===== config.mk =====
export PLATFORM = sky130hd
export DESIGN_NAME = permutation_unrank
export DESIGN_NICKNAME = d
export VERILOG_FILES = /design/src/hw/rtl/punr_pkg.sv /design/src/hw/rtl/punr_divstep.sv /design/src/hw/rtl/punr_free_list.sv /design/src/hw/rtl/permutation_unrank.sv
export VERILOG_INCLUDE_DIRS = /design/src /design/src/hw/rtl
export SDC_FILE = /design/constraint.sdc
export NUM_CORES = 1
export LEC_CHECK = 0
export BUFFER_PORTS_ARGS = -buffer_cell sky130_fd_sc_hd__buf_4
export CAP_MARGIN = 20
export CORE_MARGIN = 1.5
export CORE_UTILIZATION = 42
export CTS_CLUSTER_SIZE = 28
export DETAILED_ROUTE_END_ITERATION = 12
export PLACE_DENSITY = 0.64
export SLEW_MARGIN = 0
export SYNTH_ARGS = -nofsm -noshare
export SYNTH_HDL_FRONTEND = slang
export SYNTH_SLANG_ARGS = --single-unit
export TNS_END_PERCENT = 10

===== constraint.sdc =====
create_clock -name aclk -period 4.3 [get_ports aclk]
set_input_delay 0.215 -clock aclk [delete_from_list [all_inputs] [get_ports aclk]]
set_output_delay 0.215 -clock aclk [all_outputs]
set_load 0.01 [all_outputs]

===== src/hw/rtl/assert_macros.svh =====
// Assertion macros for the RTL files; permutation_unrank.sv includes them.
`ifndef ASSERT_MACROS_SVH
`define ASSERT_MACROS_SVH

// Checks a property on every rising edge while reset is released.
`define ASSERT_CLK(label, clk, rstn, prop, msg) \
    label: assert property (@(posedge clk) disable iff (!(rstn)) (prop)) \
        else $error(msg);

// Checks an implication that must hold in the same cycle.
`define ASSERT_IMPL(label, clk, rstn, ante, cons, msg) \
    label: assert property (@(posedge clk) disable iff (!(rstn)) (ante) |-> (cons)) \
        else $error(msg);

// Checks an implication that must hold in the following cycle.
`define ASSERT_NEXT(label, clk, rstn, ante, cons, msg) \
    label: assert property (@(posedge clk) disable iff (!(rstn)) (ante) |=> (cons)) \
        else $error(msg);

`endif


===== src/hw/rtl/punr_pkg.sv =====
package punr_pkg;

    localparam int MAX_ELEMENTS_DEF = 12;
    localparam int COUNT_W          = 4;
    localparam int INDEX_W          = 29;
    localparam int VAL_W            = 4;
    localparam int STATUS_W         = 2;
    localparam int FACT_ENTRIES     = 13;

    typedef enum logic [STATUS_W-1:0] {
        STATUS_OK    = 2'd0,
        STATUS_RANGE = 2'd1,
        STATUS_ZERO  = 2'd2
    } status_t;

    typedef enum logic [1:0] {
        ST_IDLE,
        ST_DIVIDE,
        ST_EMIT
    } state_t;

    typedef struct packed {
        logic load;
        logic step;
        logic next_digit;
    } div_ctrl_t;

    typedef struct packed {
        logic init;
        logic remove;
    } list_ctrl_t;

    localparam logic [INDEX_W-1:0] FACT_TABLE [FACT_ENTRIES] = '{
        29'd1, 29'd1, 29'd2, 29'd6, 29'd24, 29'd120, 29'd720, 29'd5040,
        29'd40320, 29'd362880, 29'd3628800, 29'd39916800, 29'd479001600
    };

    function automatic logic [INDEX_W-1:0] fact_of(input logic [COUNT_W-1:0] k);
        logic [INDEX_W-1:0] f;
        if (k < COUNT_W'(FACT_ENTRIES)) begin
            f = FACT_TABLE[k];
        end else begin
            f = '0;
        end
        return f;
    endfunction

endpackage


===== src/hw/rtl/punr_divstep.sv =====
module punr_divstep (
    input  logic                          aclk,
    input  punr_pkg::div_ctrl_t           ctrl,
    input  logic [punr_pkg::INDEX_W-1:0]  load_value,
    input  logic [punr_pkg::INDEX_W-1:0]  divisor,
    output logic                          rem_ge,
    output logic [punr_pkg::VAL_W-1:0]    digit
);
    import punr_pkg::*;

    logic [INDEX_W-1:0] rem_reg, rem_next;
    logic [VAL_W-1:0]   digit_reg, digit_next;

    // One compare and subtract per cycle, while ctrl.step is set, builds the quotient digit.
    assign rem_ge = rem_reg >= divisor;
    assign digit  = digit_reg;

    always_comb begin
        rem_next   = rem_reg;
        digit_next = digit_reg;
        if (ctrl.load) begin
            rem_next   = load_value;
            digit_next = '0;
        end else if (ctrl.step) begin
            rem_next   = rem_reg - divisor;
            digit_next = digit_reg + VAL_W'(1);
        end else if (ctrl.next_digit) begin
            digit_next = '0;
        end
    end

    always_ff @(posedge aclk) begin
        rem_reg   <= rem_next;
        digit_reg <= digit_next;
    end

endmodule


===== src/hw/rtl/punr_free_list.sv =====
module punr_free_list #(
    parameter int MAX_ELEMENTS = punr_pkg::MAX_ELEMENTS_DEF
) (
    input  logic                        aclk,
    input  punr_pkg::list_ctrl_t        ctrl,
    input  logic [punr_pkg::VAL_W-1:0]  digit,
    output logic [punr_pkg::VAL_W-1:0]  pick
);
    import punr_pkg::*;

    localparam int IDX_W = (MAX_ELEMENTS > 1) ? $clog2(MAX_ELEMENTS) : 1;

    logic [VAL_W-1:0] list_reg  [MAX_ELEMENTS];
    logic [VAL_W-1:0] list_next [MAX_ELEMENTS];

    // The list holds the unused values in ascending order.
    assign pick = list_reg[digit[IDX_W-1:0]];

    always_comb begin
        for (int i = 0; i < MAX_ELEMENTS; i++) begin
            list_next[i] = list_reg[i];
        end
        if (ctrl.init) begin
            for (int i = 0; i < MAX_ELEMENTS; i++) begin
                list_next[i] = VAL_W'(i);
            end
        end else if (ctrl.remove) begin
            for (int i = 0; i < MAX_ELEMENTS - 1; i++) begin
                if (VAL_W'(i) >= digit) begin
                    list_next[i] = list_reg[i + 1];
                end
            end
        end
    end

    always_ff @(posedge aclk) begin
        for (int i = 0; i < MAX_ELEMENTS; i++) begin
            list_reg[i] <= list_next[i];
        end
    end

endmodule


===== src/hw/rtl/permutation_unrank.sv =====
// A bad count or index gives its one result in the cycle after the transfer.
// Otherwise each position runs compare/subtract steps until the remainder is below the divisor,
// then waits in the output state until its result is taken; all positions use the shared subtractor.
// One item is in work at a time; s_ready rises after the last result is taken.
// Reset (aresetn low, synchronous) returns the sequencer to idle with no result pending.
module permutation_unrank #(
    parameter int MAX_ELEMENTS = punr_pkg::MAX_ELEMENTS_DEF
) (
    input  logic                           aclk,
    input  logic                           aresetn,
    input  logic                           s_valid,
    output logic                           s_ready,
    input  logic [punr_pkg::COUNT_W-1:0]   s_element_count,
    input  logic [punr_pkg::INDEX_W-1:0]   s_perm_index,
    output logic                           m_valid,
    input  logic                           m_ready,
    output logic [punr_pkg::VAL_W-1:0]     m_position,
    output logic [punr_pkg::VAL_W-1:0]     m_value,
    output logic [punr_pkg::STATUS_W-1:0]  m_status,
    output logic                           m_last
);
    import punr_pkg::*;

    `include "assert_macros.svh"

    state_t             state_reg, state_next;
    logic [COUNT_W-1:0] k_reg, k_next;
    logic [VAL_W-1:0]   pos_reg, pos_next;
    logic [VAL_W-1:0]   value_reg, value_next;
    status_t            status_reg, status_next;
    logic               last_reg, last_next;

    div_ctrl_t          div_ctrl;
    list_ctrl_t         list_ctrl;
    logic [INDEX_W-1:0] divisor;
    logic               rem_ge;
    logic [VAL_W-1:0]   digit;
    logic [VAL_W-1:0]   pick;

    assign divisor = fact_of(k_reg - COUNT_W'(1));

    punr_divstep u_divstep (
        .aclk       (aclk),
        .ctrl       (div_ctrl),
        .load_value (s_perm_index),
        .divisor    (divisor),
        .rem_ge     (rem_ge),
        .digit      (digit)
    );

    punr_free_list #(
        .MAX_ELEMENTS (MAX_ELEMENTS)
    ) u_free_list (
        .aclk  (aclk),
        .ctrl  (list_ctrl),
        .digit (digit),
        .pick  (pick)
    );

    always_comb begin
        state_next  = state_reg;
        k_next      = k_reg;
        pos_next    = pos_reg;
        value_next  = value_reg;
        status_next = status_reg;
        last_next   = last_reg;
        div_ctrl    = '0;
        list_ctrl   = '0;
        s_ready     = 1'b0;
        m_valid     = 1'b0;
        case (state_reg)
            ST_IDLE: begin
                s_ready = 1'b1;
                if (s_valid) begin
                    pos_next   = '0;
                    value_next = '0;
                    last_next  = 1'b1;
                    if (s_element_count == '0) begin
                        status_next = STATUS_ZERO;
                        state_next  = ST_EMIT;
                    end else if (s_element_count > COUNT_W'(MAX_ELEMENTS) ||
                                 s_perm_index >= fact_of(s_element_count)) begin
                        status_next = STATUS_RANGE;
                        state_next  = ST_EMIT;
                    end else begin
                        status_next    = STATUS_OK;
                        k_next         = s_element_count;
                        div_ctrl.load  = 1'b1;
                        list_ctrl.init = 1'b1;
                        state_next     = ST_DIVIDE;
                    end
                end
            end
            ST_DIVIDE: begin
                if (rem_ge) begin
                    div_ctrl.step = 1'b1;
                end else begin
                    pos_next            = VAL_W'(k_reg - COUNT_W'(1));
                    value_next          = pick;
                    last_next           = (k_reg == COUNT_W'(1));
                    k_next              = k_reg - COUNT_W'(1);
                    div_ctrl.next_digit = 1'b1;
                    list_ctrl.remove    = 1'b1;
                    state_next          = ST_EMIT;
                end
            end
            ST_EMIT: begin
                m_valid = 1'b1;
                if (m_ready) begin
                    state_next = last_reg ? ST_IDLE : ST_DIVIDE;
                end
            end
            default: begin
                state_next = ST_IDLE;
            end
        endcase
    end

    always_ff @(posedge aclk) begin
        if (!aresetn) begin
            state_reg <= ST_IDLE;
        end else begin
            state_reg <= state_next;
        end
    end

    always_ff @(posedge aclk) begin
        k_reg      <= k_next;
        pos_reg    <= pos_next;
        value_reg  <= value_next;
        status_reg <= status_next;
        last_reg   <= last_next;
    end

    assign m_position = pos_reg;
    assign m_value    = value_reg;
    assign m_status   = status_reg;
    assign m_last     = last_reg;

    `ASSERT_IMPL(a_ready_excl, aclk, aresetn, s_ready, !m_valid, "input ready while a result is pending")
    `ASSERT_IMPL(a_err_last, aclk, aresetn, m_valid && m_status != STATUS_OK, m_last, "error result is not the last of its run")
    `ASSERT_NEXT(a_last_idle, aclk, aresetn, m_valid && m_ready && m_last, s_ready, "not ready after the last transfer of a run")
    `ASSERT_IMPL(a_value_range, aclk, aresetn, m_valid && m_status == STATUS_OK, m_value < VAL_W'(MAX_ELEMENTS) && m_position < VAL_W'(MAX_ELEMENTS), "result field out of range")

endmodule


* Word-level counts from Yosys, hierarchy flattened *
Memories as Yosys holds them, arrays and structs flattened. A register that Yosys moved wholly into a read port is not among the register bits.
Index checks and enable logic that the tools add are counted.

operators by class
  add/sub/neg operators = 3
  order comparisons = 18
  equal/unequal tests = 10
  mux-type cells = 59
  bitwise gates (word level) = 2
  reductions and logical operators = 11

operators with widths
  kind                                                                                 number
  29-bit 2-to-1 mux                                                                    11
  4-bit 2-to-1 mux                                                                     22
  44-bit 2-to-1 mux                                                                    2
  29-bit greater-or-equal comparator                                                   2
  29-bit subtractor                                                                    1
  4-bit one-hot mux with 2 select lines                                                3
  3-bit by 4-bit greater-or-equal comparator with 1-bit output (first input constant)  4
  1-bit 2-to-1 mux                                                                     13
  4-bit greater-or-equal comparator (first input constant)                             3
  2-bit 2-to-1 mux                                                                     6
  2-bit inequality test (second input constant)                                        6
  5-bit greater-or-equal comparator (second input constant)                            2
  4-bit inverter with 5-bit output                                                     2
  1-bit by 4-bit greater-or-equal comparator with 1-bit output (first input constant)  2
  2-bit by 4-bit greater-or-equal comparator with 1-bit output (first input constant)  2
  4-bit < comparator (second input constant)                                           2
  2-bit one-hot mux with 3 select lines                                                1
  3-bit AND reduction                                                                  2
  2-bit nonzero test                                                                   3
  5-bit AND reduction                                                                  1
  4-bit by 1-bit adder with 4-bit output (second input constant)                       1
  4-bit by 1-bit equality test with 1-bit output (second input constant)               1
  4-bit greater-than comparator (second input constant)                                1
  4-bit zero test                                                                      1
  other kinds (8)                                                                      9

storage, ports and cells
  register bits after elaboration = 50
  bits in writable memories = 48
  ROM bits = 928
  input bits = 37
  output and inout port bits = 13
  word-level logic and storage cells = 114
  memories = 3

memory list
  memory                depth  width  rd ports  clocked after memory_dff  wr ports  RTL line              source
  (no name shown)       16     29     1         0                         0         punr_pkg.sv:41        f = FACT_TABLE[k];
  (no name shown)       16     29     1         0                         0         punr_pkg.sv:41
  u_free_list.list_reg  12     4      12        1                         12        punr_free_list.sv:13  logic [VAL_W-1:0] list_reg [MAX_ELEMENTS];

* Logic depth before layout (Yosys ltp) *
  depth after elaboration = 16
  depth in mapped cells = 18
  depth with buffers taken out = 17

* By module *
A second synthesis with hierarchy kept.

unflattened totals
  cells, all modules = 824
  area total of the unflattened synthesis = 7138.1 sq um

by module, submodules not included
  module              instances  cells each  area an instance (sq um)
  punr_divstep        1          406         3414.5
  permutation_unrank  1          226         1894.3
  punr_free_list      1          192         1829.3

* Least setup slack after synthesis *
No wires, ideal clock.

  path kind = reg2reg
  from = reg k_reg[2]
  to = reg u_divstep.rem_reg[0] (enable)
  arrival = 3801 ps
  required time = 3842 ps
  path slack = 42 ps
  cell stages (with the launch flop) = 15
  path buffers = 0
  path through = edfxtp_1 -> nor3_1 -> xor2_1 -> o21ai_0 -> or2_2 -> ha_1 -> nand3_2 -> nor2_1 -> and2_1 -> and3_4 -> a221o_1 -> a31oi_4 -> nand2_1 -> nand2_1 -> nand2_1

on the way
  word-level cells in the longest chain between the ends = 10
  elaborated cells on any way between the ends = 11

ends and longest elaborated chain
  element                                                 RTL line                   source
  start: declaration                                      permutation_unrank.sv:27   logic [COUNT_W-1:0] k_reg, k_next;
  start signal: assignment                                permutation_unrank.sv:128  k_reg <= k_next;
  4-bit by 1-bit subtractor with 4-bit output *           permutation_unrank.sv:40   assign divisor = fact_of(k_reg - COUNT_W'(1));
  4-bit inverter with 5-bit output (not written as such)  punr_pkg.sv:41
  memory 16 x 29 bit                                      --
  29-bit 2-to-1 mux (not written as such) (2 in series)   punr_pkg.sv:41
  29-bit 2-to-1 mux *                                     punr_pkg.sv:40             if (k < COUNT_W'(FACT_ENTRIES)) begin
  29-bit greater-or-equal comparator *                    punr_divstep.sv:15         assign rem_ge = rem_reg >= divisor;
  1-bit 2-to-1 mux *                                      permutation_unrank.sv:95   if (rem_ge) begin
  2-bit 2-to-1 mux *                                      permutation_unrank.sv:71   case (state_reg)
  2-bit nonzero test (no line) *                          --
  end signal: assignment                                  punr_divstep.sv:33         rem_reg <= rem_next;
  end: declaration                                        punr_divstep.sv:11         logic [INDEX_W-1:0] rem_reg, rem_next;

Every way passes the cells marked *; elsewhere a longest branch is shown, timed or not. The select of a mux whose other input is x is not followed.
A chain may end at the register's enable or synchronous reset.

* Final worst setup path *
  from = reg k_reg[2]
  to = reg pos_reg[2], in the netlist m_position[2] (enable)

on the way
  word-level cells in the longest chain between the ends = 9
  elaborated cells on any way between the ends = 10

ends and longest elaborated chain
  element                                                 RTL line                   source
  4-bit by 1-bit subtractor with 4-bit output *           permutation_unrank.sv:40
  4-bit inverter with 5-bit output (not written as such)  punr_pkg.sv:41
  memory 16 x 29 bit                                      --
  29-bit 2-to-1 mux (not written as such) (2 in series)   punr_pkg.sv:41
  29-bit 2-to-1 mux *                                     punr_pkg.sv:40
  29-bit greater-or-equal comparator *                    punr_divstep.sv:15
  2-bit inequality test (no line) *                       --
  3-bit AND reduction (no line) *                         --
  end signal: assignment                                  permutation_unrank.sv:129  pos_reg <= pos_next;
  end: declaration                                        permutation_unrank.sv:28   logic [VAL_W-1:0] pos_reg, pos_next;

Marks and branches as above.

==> flow_summary.json <==
{
  "syn_inst": 723,
  "whs_path_depth": 2,
  "crit_path_max_incr_delay_ps": 500,
  "setup_violations": 0,
  "die_h_um": 127,
  "yosysWarningCount": 0,
  "route.antenna.remaining_nets": 0,
  "async_reset_ff_share_pct": 0,
  "period_needed_ps": 4070,
  "initial_utilization_pct": 42.8,
  "grt_pass1_wl_mm": 28.1,
  "mappedNetlistNets": 829,
  "netlist_top_cells_area": "edfxtp_1 22%, dfxtp_1 13%, ha_1 13%",
  "worst_r2r_path_depth": 14,
  "design.core.area_um2": 15100,
  "startpoint_of_the_tightest_hold_check_path": "aresetn",
  "detail_route.wl_per_cell_um": 18.0,
  "kind_of_end_point_of_the_critical_path": "register",
  "overflow": 0,
  "clock_tree_root_buffer_cell": "clkbuf_16",
  "rsz0062_at_grt": "true",
  "die_area_um2": 16200,
  "synth_enable_flop_cells": 48,
  "ys_dominant_reg_cell": "edfxtp_1",
  "fp.dieW_um": 127,
  "antenna_found_initial": 0,
  "synth_cell_types": 62,
  "grt_pass1_vias": 5514,
  "io_pins": 50,
  "hold_viol_final": 0,
  "num_rows": 45,
  "status": "completed",
  "post-route-period-util_pct": 94.6,
  "synth_area_leader_cell": "edfxtp_1",
  "synthMostInstantiatedCell": "nor2_1",
  "finish.utilization_pct": 49.7,
  "fillCellCount": 1396,
  "final_cell_area_um2": 7530,
  "cts-buffers-inserted": 9,
  "type_of_the_worst_setup_path": "reg2reg",
  "cts.reportedPaths.clkPinSlew_ps": 70,
  "cts_tree": "built",
  "largest_register_ffs": 37,
  "ctsHtreeMaxLevel": 3,
  "report.final.slew_viol_count": 0,
  "post_drt_via_cell_ratio": 5.72,
  "area_growth_syn_to_layout_pct": 16.2,
  "worst_margin_slew_ps": 844,
  "worstPathArrival_ps": 4100,
  "first_iter_violations": 336,
  "finalSetupTns_ps": 0,
  "power-per-cell-area_nw_per_um2": 461,
  "switching_power_mw": 1.26,
  "nNetsFinal": 885,
  "final_layout_size_suffix_gt1_share_pct": 15.9,
  "dpl_worst_slack_ps": 126,
  "power_frac_comb_pct": 38.0,
  "cpMostUsedCell": "buf_4",
  "critical_path.slowest_cell": "edfxtp_1",
  "cts-hold-fix-buffers": 0,
  "drt_pass1_iterations": 5,
  "ys_top_cells_by_count": "84 x nor2_1, 78 x nand2_1, 68 x a21oi_1, 68 x ha_1, 48 x edfxtp_1",
  "crit_path_cell_trace": "nor3_2 -> xor2_2 -> buf_4 -> nor2_2 -> o21ai_0 -> ha_1 -> a21o_1 -> o31ai_1 -> o21ai_1 -> and2_1 -> o21ai_4 -> buf_4 -> nand3_4 -> nand2_2",
  "syn-mean-instance-area_um2": 8.96,
  "wl_mm": 17.5,
  "worst-r2r-setup-slack_ps": 230,
  "yosys_register_bits": 91,
  "clk-insertion-delay-late_ps": 360,
  "final_setup_margin_ps": 234,
  "power_leakage_nw": 3.16,
  "max_cap_violations": 0,
  "netSwitchingFraction_pct": 36.2,
  "routed-via-count": 5559,
  "hold_path_class": "in2reg",
  "gp_routability_congestion": 0.917,
  "worst_hold_path_ep": "state_reg[1]$_SDFFE_PN0P_",
  "cts.path.max_buffers": 2,
  "wp_data_required_ps": 4340,
  "tritoncts_num_sinks": 91,
  "netlist_area_um2": 6480,
  "placement.io_buffers": 49,
  "finalClockSkew_ps": 12.4,
  "synthDominantCellAreaShare_pct": 22.2,
  "path_max_fanout": 10,
  "clock_power_share_pct": 25.1,
  "power_frac_seq_pct": 36.8,
  "place_area_um2": 7130,
  "startpoint_type": "register",
  "grt_max_degree": 31,
  "source_of_the_worst_register_to_register_timing_path": "k_reg[2]$_DFFE_PP_",
  "r2r_end": "m_position[2]$_SDFFCE_PN0P_",
  "hpwlAfterDp_mm": 13.6,
  "p_int_mw": 2.21,
  "drc_errors": 0,
  "synth.yosys.seq_area_share_pct": 35.5,
  "power.ir.vdd_worst_mv": 0.432,
  "achievable-frequency_mhz": 246,
  "grt_util_all_layers_pct": 22.3,
  "antenna_diode_instance_count": 0,
  "slew_headroom_pct": 43.6
}
==> how the worst max path moves through the flow <==
stage | start | end | slack, ps
final | k_reg[2]$_DFFE_PP_ | m_position[2]$_SDFFCE_PN0P_ | 230
after detailed placement | k_reg[2]$_DFFE_PP_ | u_divstep.rem_reg[16]$_DFFE_PP_ | 130
after global routing | k_reg[2]$_DFFE_PP_ | m_last$_SDFFCE_PN1P_ | -40
after global placement | k_reg[2]$_DFFE_PP_ | u_divstep.rem_reg[16]$_DFFE_PP_ | 250
after floorplan | k_reg[2]$_DFFE_PP_ | u_divstep.rem_reg[0]$_DFFE_PP_ | 40
after CTS | k_reg[2]$_DFFE_PP_ | u_divstep.rem_reg[18]$_DFFE_PP_ | 90
==> timing repair <==
action,4_1_cts,5_1_grt
gates resized for setup,0,10
endpoints found under the setup margin,0,81
buffers inserted,0,4
hold endpoints to repair,0,0
==> stage by stage <==
stage | power [mW] | hold slack [ps] | cells
6_report | 3.47 | 105 | 972
5_1_grt | 3.68 | 121 | 972
4_1_cts | 3.46 | 105 | 968
3_5_place_dp | 2.58 | 462 | 952
3_3_place_gp | 2.54 | 458 | 952
2_1_floorplan | 2.22 | 347 | 723
==> cell type report <==
type | count | area, um2 | share of cell area, %
clock inverter | 6 | 78.8 | 1.05
tap | 188 | 235 | 3.12
multi-input combinational | 575 | 3980 | 52.9
clock buffer | 10 | 250 | 3.32
sequential | 91 | 2300 | 30.6
timing repair buffer | 73 | 573 | 7.61
inverter | 29 | 109 | 1.45
==> critical path, delay by kind of cell, from the launching register on <==
family          cells  cell delay [ps]
compound gates      5             1250
simple gates        5             1110
flops               1              500
fa+ha+maj           1              370
buf+inv             2              350
xor+xnor            1              160
==> cell families after synthesis <==
logic type	count (synthesis)	share of synthesized area (%)
xor+xnor	29	3.92
compound gates	181	17.3
buf+inv	57	3.84
fa+ha+maj	69	13.4
simple gates	264	19.5
mux	32	6.51
flops	91	35.5
==> layout by cell type, fill, tap and decap left out, types with 10 or more instances in the layout <==
cell	netlist	routed
nor2b_1	12	12
a211oi_1	14	14
edfxtp_1	48	48
nand3_1	23	22
nor3_1	12	11
and2_1	10	10
nor2_1	84	83
mux2i_1	23	23
o21ai_0	38	38
a21oi_1	68	68
inv_1	29	29
xnor2_1	17	16
buf_4	0	71
clkbuf_16	0	10
dfxtp_1	43	43
nand4_1	10	10
nand2_1	78	76
xor2_1	12	11
a21o_1	14	14
ha_1	68	67
==> layer usage <==
metal  share of wire (%)  vias to the layer above  track usage, %
met5                   0                        -               0
met4                 2.7                        0            8.09
met2                  47                      137            36.9
met3                 4.0                       36            4.15
met1                  47                     2649            29.2
li1                    -                     2737               -
==> power groups by stage <==
stage / clock [mW] / sequential [mW] / combinational, mW
final: 0.871 / 1.28 / 1.32
after global routing: 0.915 / 1.30 / 1.46
after CTS: 0.884 / 1.28 / 1.30
after detailed placement: 0 / 1.29 / 1.29
after global placement: 0 / 1.29 / 1.25
after floorplan: 0 / 1.23 / 0.989
Note: power is estimated with default switching activity, not from simulation.
